[src/pfe_pkg.sv]
// Shared types and constants for the postfix expression evaluator.
// No dependencies; every other file of the block imports this package.
package pfe_pkg;

    localparam int STACK_DEPTH_DEF = 256;
    localparam int VALUE_WIDTH_DEF = 32;
    localparam int SYMBOL_W        = 8;
    localparam int ANSWER_W        = 32;
    localparam int STATUS_W        = 3;

    localparam logic [SYMBOL_W-1:0] CH_END   = 8'h00;
    localparam logic [SYMBOL_W-1:0] CH_PLUS  = 8'h2B;
    localparam logic [SYMBOL_W-1:0] CH_MINUS = 8'h2D;
    localparam logic [SYMBOL_W-1:0] CH_STAR  = 8'h2A;
    localparam logic [SYMBOL_W-1:0] CH_SLASH = 8'h2F;
    localparam logic [SYMBOL_W-1:0] CH_CARET = 8'h5E;
    localparam logic [SYMBOL_W-1:0] CH_DIG0  = 8'd48;
    localparam logic [SYMBOL_W-1:0] CH_DIG9  = 8'd57;

    typedef enum logic [STATUS_W-1:0] {
        ST_OK    = 3'd0,
        ST_UNDER = 3'd1,
        ST_OVER  = 3'd2,
        ST_DIVZ  = 3'd3,
        ST_ZPOW  = 3'd4
    } t_status;

    typedef enum logic [1:0] {
        SC_OTHER,
        SC_DIGIT,
        SC_OP,
        SC_END
    } t_sym_class;

    typedef enum logic [2:0] {
        OP_ADD,
        OP_SUB,
        OP_MUL,
        OP_DIV,
        OP_POW
    } t_op;

    typedef enum logic [2:0] {
        RS_ADD,
        RS_SUB,
        RS_MUL,
        RS_DIV,
        RS_POW,
        RS_PNEG
    } t_res_sel;

    typedef enum logic [1:0] {
        MS_AB,
        MS_PR,
        MS_SQ
    } t_mul_src;

    typedef enum logic [3:0] {
        S_IDLE,
        S_DECODE,
        S_EXEC,
        S_MUL,
        S_DIV,
        S_POW,
        S_PMUL,
        S_PSQ,
        S_END
    } t_state;

    typedef struct packed {
        logic     load_sym;
        logic     prev_update;
        logic     digit_acc;
        logic     digit_push;
        logic     set_err;
        t_status  err_code;
        logic     rd_second;
        logic     pop;
        t_res_sel res_sel;
        logic     mul_load;
        t_mul_src mul_src;
        logic     div_load;
        logic     pow_load;
        logic     pr_take;
        logic     pb_take;
        logic     out_load;
        logic     end_clear;
    } t_dp_cmd;

    typedef struct packed {
        t_sym_class cls;
        t_op        op;
        logic       prev_digit;
        logic       err_nz;
        logic       empty;
        logic       full;
        logic       lt2;
        logic       b_zero;
        logic       b_neg;
        logic       a_zero;
        logic       mul_done;
        logic       div_done;
        logic       pe_zero;
        logic       pe_bit0;
        logic       pe_last;
    } t_dp_stat;

endpackage

[src/pfe_ctrl.sv]
// Controller: sequences each symbol request through decode, stack access and
// the iterative units, and owns the output valid. Depends on pfe_pkg.
module pfe_ctrl (
    input  logic               i_clk,
    input  logic               i_rst_n,
    input  logic               i_in_valid,
    output logic               o_in_ready,
    output logic               o_out_valid,
    input  logic               i_out_ready,
    input  pfe_pkg::t_dp_stat  i_stat,
    output pfe_pkg::t_dp_cmd   o_cmd
);
    import pfe_pkg::*;

    t_state r_state, n_state;
    logic   r_out_valid, n_out_valid;

    always_ff @(posedge i_clk) begin
        if (!i_rst_n) begin
            r_state     <= S_IDLE;
            r_out_valid <= 1'b0;
        end else begin
            r_state     <= n_state;
            r_out_valid <= n_out_valid;
        end
    end

    always_comb begin
        n_state     = r_state;
        n_out_valid = r_out_valid && !i_out_ready;
        o_cmd       = '0;
        o_in_ready  = 1'b0;

        unique case (r_state)
            S_IDLE: begin
                o_in_ready = 1'b1;
                if (i_in_valid) begin
                    o_cmd.load_sym = 1'b1;
                    n_state        = S_DECODE;
                end
            end
            S_DECODE: begin
                n_state = S_IDLE;
                unique case (i_stat.cls)
                    SC_END: n_state = S_END;
                    SC_DIGIT: begin
                        o_cmd.prev_update = 1'b1;
                        if (!i_stat.err_nz) begin
                            if (i_stat.prev_digit && !i_stat.empty) begin
                                o_cmd.digit_acc = 1'b1;
                            end else if (i_stat.full) begin
                                o_cmd.set_err  = 1'b1;
                                o_cmd.err_code = ST_OVER;
                            end else begin
                                o_cmd.digit_push = 1'b1;
                            end
                        end
                    end
                    SC_OP: begin
                        o_cmd.prev_update = 1'b1;
                        if (!i_stat.err_nz) begin
                            if (i_stat.lt2) begin
                                o_cmd.set_err  = 1'b1;
                                o_cmd.err_code = ST_UNDER;
                            end else begin
                                o_cmd.rd_second = 1'b1;
                                n_state         = S_EXEC;
                            end
                        end
                    end
                    default: o_cmd.prev_update = 1'b1;
                endcase
            end
            S_EXEC: begin
                n_state = S_IDLE;
                unique case (i_stat.op)
                    OP_ADD: begin
                        o_cmd.pop     = 1'b1;
                        o_cmd.res_sel = RS_ADD;
                    end
                    OP_SUB: begin
                        o_cmd.pop     = 1'b1;
                        o_cmd.res_sel = RS_SUB;
                    end
                    OP_MUL: begin
                        o_cmd.mul_load = 1'b1;
                        o_cmd.mul_src  = MS_AB;
                        n_state        = S_MUL;
                    end
                    OP_DIV: begin
                        if (i_stat.b_zero) begin
                            o_cmd.set_err  = 1'b1;
                            o_cmd.err_code = ST_DIVZ;
                        end else begin
                            o_cmd.div_load = 1'b1;
                            n_state        = S_DIV;
                        end
                    end
                    OP_POW: begin
                        if (!i_stat.b_neg) begin
                            o_cmd.pow_load = 1'b1;
                            n_state        = S_POW;
                        end else if (i_stat.a_zero) begin
                            o_cmd.set_err  = 1'b1;
                            o_cmd.err_code = ST_ZPOW;
                        end else begin
                            o_cmd.pop     = 1'b1;
                            o_cmd.res_sel = RS_PNEG;
                        end
                    end
                    default: n_state = S_IDLE;
                endcase
            end
            S_MUL: begin
                if (i_stat.mul_done) begin
                    o_cmd.pop     = 1'b1;
                    o_cmd.res_sel = RS_MUL;
                    n_state       = S_IDLE;
                end
            end
            S_DIV: begin
                if (i_stat.div_done) begin
                    o_cmd.pop     = 1'b1;
                    o_cmd.res_sel = RS_DIV;
                    n_state       = S_IDLE;
                end
            end
            // square-and-multiply, low exponent bit first
            S_POW: begin
                if (i_stat.pe_zero) begin
                    o_cmd.pop     = 1'b1;
                    o_cmd.res_sel = RS_POW;
                    n_state       = S_IDLE;
                end else if (i_stat.pe_bit0) begin
                    o_cmd.mul_load = 1'b1;
                    o_cmd.mul_src  = MS_PR;
                    n_state        = S_PMUL;
                end else begin
                    o_cmd.mul_load = 1'b1;
                    o_cmd.mul_src  = MS_SQ;
                    n_state        = S_PSQ;
                end
            end
            S_PMUL: begin
                if (i_stat.mul_done) begin
                    if (i_stat.pe_last) begin
                        // last exponent bit: product is the answer, skip squaring
                        o_cmd.pop     = 1'b1;
                        o_cmd.res_sel = RS_MUL;
                        n_state       = S_IDLE;
                    end else begin
                        o_cmd.pr_take  = 1'b1;
                        o_cmd.mul_load = 1'b1;
                        o_cmd.mul_src  = MS_SQ;
                        n_state        = S_PSQ;
                    end
                end
            end
            S_PSQ: begin
                if (i_stat.mul_done) begin
                    o_cmd.pb_take = 1'b1;
                    n_state       = S_POW;
                end
            end
            S_END: begin
                if (!r_out_valid || i_out_ready) begin
                    o_cmd.out_load  = 1'b1;
                    o_cmd.end_clear = 1'b1;
                    n_out_valid     = 1'b1;
                    n_state         = S_IDLE;
                end
            end
            default: n_state = S_IDLE;
        endcase
    end

    assign o_out_valid = r_out_valid;

endmodule

[config.mk]
export PLATFORM = sky130hd
export DESIGN_NAME = pfe_ctrl
export DESIGN_NICKNAME = d
export VERILOG_FILES = /design/src/pfe_pkg.sv /design/src/pfe_ctrl.sv
export SDC_FILE = /design/constraint.sdc
export NUM_CORES = 1
export LEC_CHECK = 0
export ABC_AREA = 0
export BUFFER_PORTS_ARGS = -buffer_cell sky130_fd_sc_hd__buf_2
export CORE_MARGIN = 1.5
export CORE_UTILIZATION = 40
export CTS_BUF_LIST = sky130_fd_sc_hd__clkbuf_16
export DETAILED_ROUTE_END_ITERATION = 12
export GPL_TIMING_DRIVEN = 1
export HOLD_SLACK_MARGIN = 0.06
export PLACE_DENSITY_LB_ADDON = 0.08
export SLEW_MARGIN = 10
export SYNTH_ARGS = -nofsm -noshare
export SYNTH_HDL_FRONTEND = slang
export SYNTH_SLANG_ARGS = --single-unit
[constraint.sdc]
create_clock -name i_clk -period 7.1 [get_ports i_clk]
set_clock_uncertainty 0.05 [all_clocks]
set_input_delay 2.13 -clock i_clk [delete_from_list [all_inputs] [get_ports i_clk]]
set_output_delay 2.13 -clock i_clk [all_outputs]
set_load 0.01 [all_outputs]
==> results_dict.tcl, run 1 <==
set metrics [dict create \
    syn_nets 138 \
    route.vias.total 997 \
    syn_inst 112 \
    tns_ns 0 \
    setup_viol 0 \
    worstPathCellList "buf_2 -> or3b_2 -> nor2b_1 -> a31oi_1 -> nor2_1 -> buf_2" \
    via_per_inst 5.60 \
    grt_max_degree 19 \
    antenna_found_initial 0 \
    whs_ns 0.586 \
    power.leakage_nw 0.560 \
    clk_pin_slew_worst_paths_ns 0.03 \
    antenna_left 0 \
    fin_crit_ns 5.52 \
    worst_pin_slew_ns 0.549 \
    ys_ff_latch 5 \
    root_buffer "clkbuf_16" \
    track_usage 0.217 \
    drive_gt1_frac 0.346 \
    num_rows 15 \
    die_x_um 47.6 \
    synthToLayoutAreaGrowth_pct 36.6 \
    cp-end-kind "primary output" \
    grt_pass1_vias 834 \
    ctsHoldBuffers 0 \
    cp.required_ns 4.92 \
    fin_crit_sh 0.778 \
    vdd_drop_max_mv 0.124 \
    multi_input_area_um2 627 \
    drt-initial-drc-count 31 \
    cp_max_fo 7 \
    path_delay_family "simple AND/OR/NAND/NOR gates" \
    io_pins 46 \
    power_density_mw_per_mm2 162 \
    cts_setup_buffers 0 \
    ys_seq_area_frac 0.126 \
    nets 180 \
    max_cap_viol_count 0 \
    combPwrFrac 0.260 \
    critPathSlowestCell "or3b_2" \
    synth_warnings 0 \
    syn_area_um2 797 \
    coreArea_mm2 0.00180 \
    cts_max_path_buffers 2 \
    relSlewSlack 0.629 \
    hold_viol 0 \
    fmax_ghz 0.181 \
    post_cts_resized 0 \
    path_class "in -> out" \
    internal-power_uw 125 \
    diodes 0 \
    max_stage_delay_ns 0.48 \
    slew_viol_final 0 \
    seq_power_share 0.212 \
    dpl.hpwl_um 1850 \
    port_buffers 45 \
    routed_wl_um 2340 \
    cts_sinks 5 \
    dr.pass1.iters 4 \
    synth.avg_cell_area_um2 7.12 \
    fp.dieH_um 47.6 \
    register_area_um2 100 \
    grt_overflow 0 \
    arrival_ns 3.34 \
    ys_types 40 \
    clock_latency_ns 0.23 \
    grt_pass1_wl_um 3560 \
    cts_buffers 3 \
    rsz0062_at_grt "no" \
    cpMostUsedCell "buf_2" \
    status "complete, no violations" \
    finalPower_uw 177 \
    ctsHtreeMaxLevel 1 \
    start_util 0.442 \
    routedWlPerCell_um 13.2 \
    reg2reg_setup_slack_ns 4.95 \
    swShare 0.291 \
    pwr-share-clk 0.528 \
    place_congestion 0.886 \
    route.detailed.drc 0 \
    cp_num_buf_inv 2 \
    p_switching_uw 51.5 \
    hold_path.class "reg -> reg" \
    start_kind "input port" \
    cts_tree "done" \
    dieArea_mm2 0.00227 \
    fillCellCount 184 \
]
==> worst min-delay path, delay by kind of cell (launching register included) <==
| kind | cells | cell delay (ns) |
|---|---|---|
| flip-flops | 1 | 0.30 |
| AND/OR/NAND/NOR | 3 | 0.29 |
==> cells by family after synthesis <==
family	Yosys count	synth area share
AND/OR/NAND/NOR	67	0.531
AO/OA/AOI/OAI	21	0.193
buffers and inverters	15	0.0879
flip-flops	5	0.126
adder cells (fa/ha/maj)	4	0.0628
==> worst paths after layout <==
| path | startpoint | endpoint | depth (start not counted) |
|---|---|---|---|
| setup / recovery | i_stat[13] | o_cmd[11] | 6 |
| hold / removal | o_out_valid | o_out_valid | 3 |
| setup reg to reg | r_state[0] | r_state[1] | 4 |
| hold reg to reg | o_out_valid | o_out_valid | 3 |
==> stage by stage <==
step                area (µm²)  setup WS, ns  instances   util
global route              1090          1.54        178  0.604
floorplan                  797          1.78        112      -
finish                    1090          1.58        178  0.604
detailed placement        1010          1.59        174  0.560
CTS                       1090          1.58        178  0.604
global placement          1010          1.60        174  0.560
==> metal layers <==
metal / up-vias / GRT usage / wire (µm)
li1: 501 / - / -
met3: 4 / 0.0453 / 138
met5: - / 0 / 0
met4: 0 / 0.0486 / 33
met1: 452 / 0.283 / 1050
met2: 40 / 0.370 / 1120
==> synthesized netlist by cell type (all sizes together) <==
library cell | n | area (µm²)
or4 | 1 | 7.51
clkbuf | 4 | 15.0
nand3 | 3 | 15.0
or4b | 5 | 61.3
or3 | 3 | 18.8
a21o | 1 | 7.51
ha | 4 | 50.1
a32o | 2 | 20.0
nor2b | 8 | 50.1
inv | 7 | 26.3
nor4b | 2 | 17.5
a21oi | 1 | 5.00
o22ai | 2 | 12.5
nor4bb | 2 | 20.0
a211o | 1 | 8.76
and2 | 2 | 12.5
o211ai | 4 | 30.0
buf | 4 | 28.8
nand2 | 7 | 26.3
a31oi | 1 | 6.26
nor4 | 4 | 25.0
nor3b | 1 | 7.51
a221oi | 1 | 8.76
nand3b | 2 | 15.0
nand2b | 7 | 43.8
and3 | 1 | 6.26
dfxtp | 5 | 100
nor2 | 11 | 41.3
or3b | 2 | 17.5
a32oi | 2 | 17.5
o21ai | 5 | 28.8
a311oi | 1 | 8.76
and4 | 1 | 8.76
nor3 | 4 | 20.0
nand4b | 1 | 8.76
==> final cells by class <==
type                            instances  area share
Clock buffer                            3      0.0690
Tap cell                               25      0.0287
Sequential cell                         5      0.0920
Timing Repair Buffer                   45       0.207
Inverter                                7      0.0241
Clock inverter                          1     0.00345
Multi-Input combinational cell         92       0.576
==> cell usage in the layout (no fill, tap or decap), types with 3 or more instances in the layout <==
cell | Yosys | final
dfxtp_1 | 5 | 5
nor3_1 | 4 | 4
nor4_1 | 4 | 4
buf_2 | 2 | 45
nor2_1 | 11 | 11
inv_1 | 7 | 8
nand2_1 | 7 | 7
nand2b_1 | 7 | 7
or4b_4 | 3 | 3
nor2b_1 | 8 | 8
or3_1 | 3 | 3
nand3_1 | 3 | 3
o211ai_1 | 4 | 4
o21ai_0 | 4 | 4
ha_1 | 4 | 4
clkbuf_16 | 0 | 3
==> sequential cells by signal, indices dropped and copies added, names as in the netlist <==
| register | flops |
|---|---|
| o_out_valid | 1 |
| r_state | 4 |
==> power by group through the flow <==
stage	registers [mW]	logic [mW]	clock network [mW]
after floorplan	0.0309	0.0348	0
after global placement	0.0379	0.0446	0
after detailed placement	0.0377	0.0456	0
after CTS	0.0373	0.0459	0.0942
after global routing	0.0381	0.0502	0.0961
final	0.0374	0.0460	0.0933
(Power assumes the default switching activity.)
==> inputs of run 2 (changes only) <==
--- a/config.mk
+++ b/config.mk
@@ -8,7 +8,7 @@
 export ABC_AREA = 0
 export BUFFER_PORTS_ARGS = -buffer_cell sky130_fd_sc_hd__buf_2
 export CORE_MARGIN = 1.5
-export CORE_UTILIZATION = 40
+export CORE_UTILIZATION = 39
 export CTS_BUF_LIST = sky130_fd_sc_hd__clkbuf_16
 export DETAILED_ROUTE_END_ITERATION = 12
 export GPL_TIMING_DRIVEN = 1
==> constraint.sdc (replaced) <==
create_clock -name i_clk -period 5 [get_ports i_clk]
set_clock_uncertainty 0.05 [all_clocks]
set_input_delay 1.5 -clock i_clk [delete_from_list [all_inputs] [get_ports i_clk]]
set_output_delay 1.5 -clock i_clk [all_outputs]
set_load 0.01 [all_outputs]
==> run 2 against run 1 <==
Utilization down 4.2 points. Critical path depth down 1. Largest cell class unchanged. Die area up 2.4%. First-iteration DRC count down 65%. Sequential cell count unchanged. Sequential power up 41%. Highest routed layer is now met3.
==> results_dict.tcl, run 2 (synthesis gave the netlist of run 1 again) <==
set metrics [dict create \
    arrival_ns 2.72 \
    ctsHoldBuffers 0 \
    tns_ns 0 \
    dieArea_mm2 0.00232 \
    largest_register "r_state" \
    drt-initial-drc-count 11 \
    vdd_drop_max_mv 0.183 \
    hold_depth 3 \
    dpl.hpwl_um 1680 \
    route.vias.total 953 \
    die_x_um 48.2 \
    relSlewSlack 0.618 \
    start_util 0.410 \
    grt_max_degree 19 \
    whs_ns 0.575 \
    fillCellCount 207 \
    power.leakage_nw 0.560 \
    coreArea_mm2 0.00194 \
    route.detailed.drc 0 \
    slew_viol_final 0 \
    cp_max_fo 7 \
    largest_reg_flops 4 \
    cp.required_ns 3.45 \
    via_per_inst 5.29 \
    num_rows 16 \
    fin_crit_sh 0.854 \
    routed_wl_um 2120 \
    cts_setup_buffers 0 \
    cts_max_path_buffers 2 \
    grt_pass1_vias 738 \
    hold_viol 0 \
    cts_buffers 3 \
    port_buffers 45 \
    grt_pass1_wl_um 3110 \
    antenna_found_initial 0 \
    fin_ws_ns 0.732 \
    place_congestion 0.915 \
    pre_cts_slack_ns 0.739 \
    track_usage 0.188 \
    synthToLayoutAreaGrowth_pct 36.9 \
    setup_viol 0 \
    fp.dieH_um 48.2 \
    routedWlPerCell_um 11.8 \
    drive_gt1_frac 0.346 \
    power_density_mw_per_mm2 227 \
    final_cell_mix "45 x buf_2, 11 x nor2_1, 8 x inv_1, 8 x nor2b_1" \
    diodes 0 \
    nets 180 \
    cp-end-kind "primary output" \
    ctsHtreeMaxLevel 1 \
    rsz0062_at_grt "no" \
    cts_tree "done" \
    path_class "in -> out" \
    postLayoutCoreUtil 0.562 \
    hold_path.class "reg -> reg" \
    dr.pass1.iters 4 \
    grt_overflow 0 \
    worst_pin_slew_ns 0.565 \
    antenna_left 0 \
    cts_sinks 5 \
    status "complete, no violations" \
    start_kind "input port" \
    post_cts_resized 0 \
    root_buffer "clkbuf_16" \
    worstRegToRegCells 4 \
    io_pins 46 \
    fin_crit_ns 4.27 \
    clk_pin_slew_worst_paths_ns 0.03 \
    max_cap_viol_count 0 \
    clock_latency_ns 0.23 \
    final_common_cell "buf_2" \
    fmax_ghz 0.234 \
]
==> run 2: cell counts in the layout (fill, tap and decap cells not counted) <==
No cell type changed its count.
==> run 2: worst max-delay path, cell delays in order <==
cell and delay, ns:
buf_2 0.13, or3b_2 0.48, a211o_1 0.32, o22ai_1 0.13
buf_2 0.15
==> run 2: metrics by stage <==
| stage | instances | total power [mW] | instance area (µm²) |
|---|---|---|---|
| 2_1_floorplan | 112 | 0.0934 | 797 |
| 3_3_place_gp | 176 | 0.117 | 1010 |
| 3_5_place_dp | 176 | 0.117 | 1010 |
| 4_1_cts | 180 | 0.250 | 1090 |
| 5_1_grt | 180 | 0.261 | 1090 |
| 6_report | 180 | 0.248 | 1090 |
==> run 2: worst paths after layout <==
kind / to / startpoint / slack [ns]
hold reg to reg: o_out_valid / o_out_valid / 0.58
setup / recovery: o_cmd[9] / i_stat[13] / 0.73
hold / removal: o_out_valid / o_out_valid / 0.58
setup reg to reg: r_state[1] / r_state[0] / 2.86
==> run 2: per-layer routing <==
layer	GRT usage	vias up	wire length, µm	part of all wire
li1	-	501	-	-
met1	0.247	425	1020	0.48
met2	0.297	27	985	0.46
met3	0.0815	0	120	0.057
met4	0.0162	0	0	0
met5	0	-	0	0
==> run 2: power by group <==
part | total, mW | switching (mW) | leakage, nW | internal, mW
Sequential | 0.0529 | 0.0102 | 0.0406 | 0.0427
Combinational | 0.0637 | 0.0325 | 0.477 | 0.0312
Clock | 0.131 | 0.0275 | 0.0423 | 0.104
Total | 0.248 | 0.0702 | 0.560 | 0.178
==> run 2: area by class of cell <==
class                   instances  area [µm²]  share of cell area
multi-input cells              92         627               0.575
inverters                       7        26.3              0.0241
repair buffers                 45         225               0.206
clock inverters                 1        3.75             0.00344
well taps                      27        33.8              0.0310
clock buffers                   3        75.1              0.0688
flip-flops and latches          5         100              0.0917
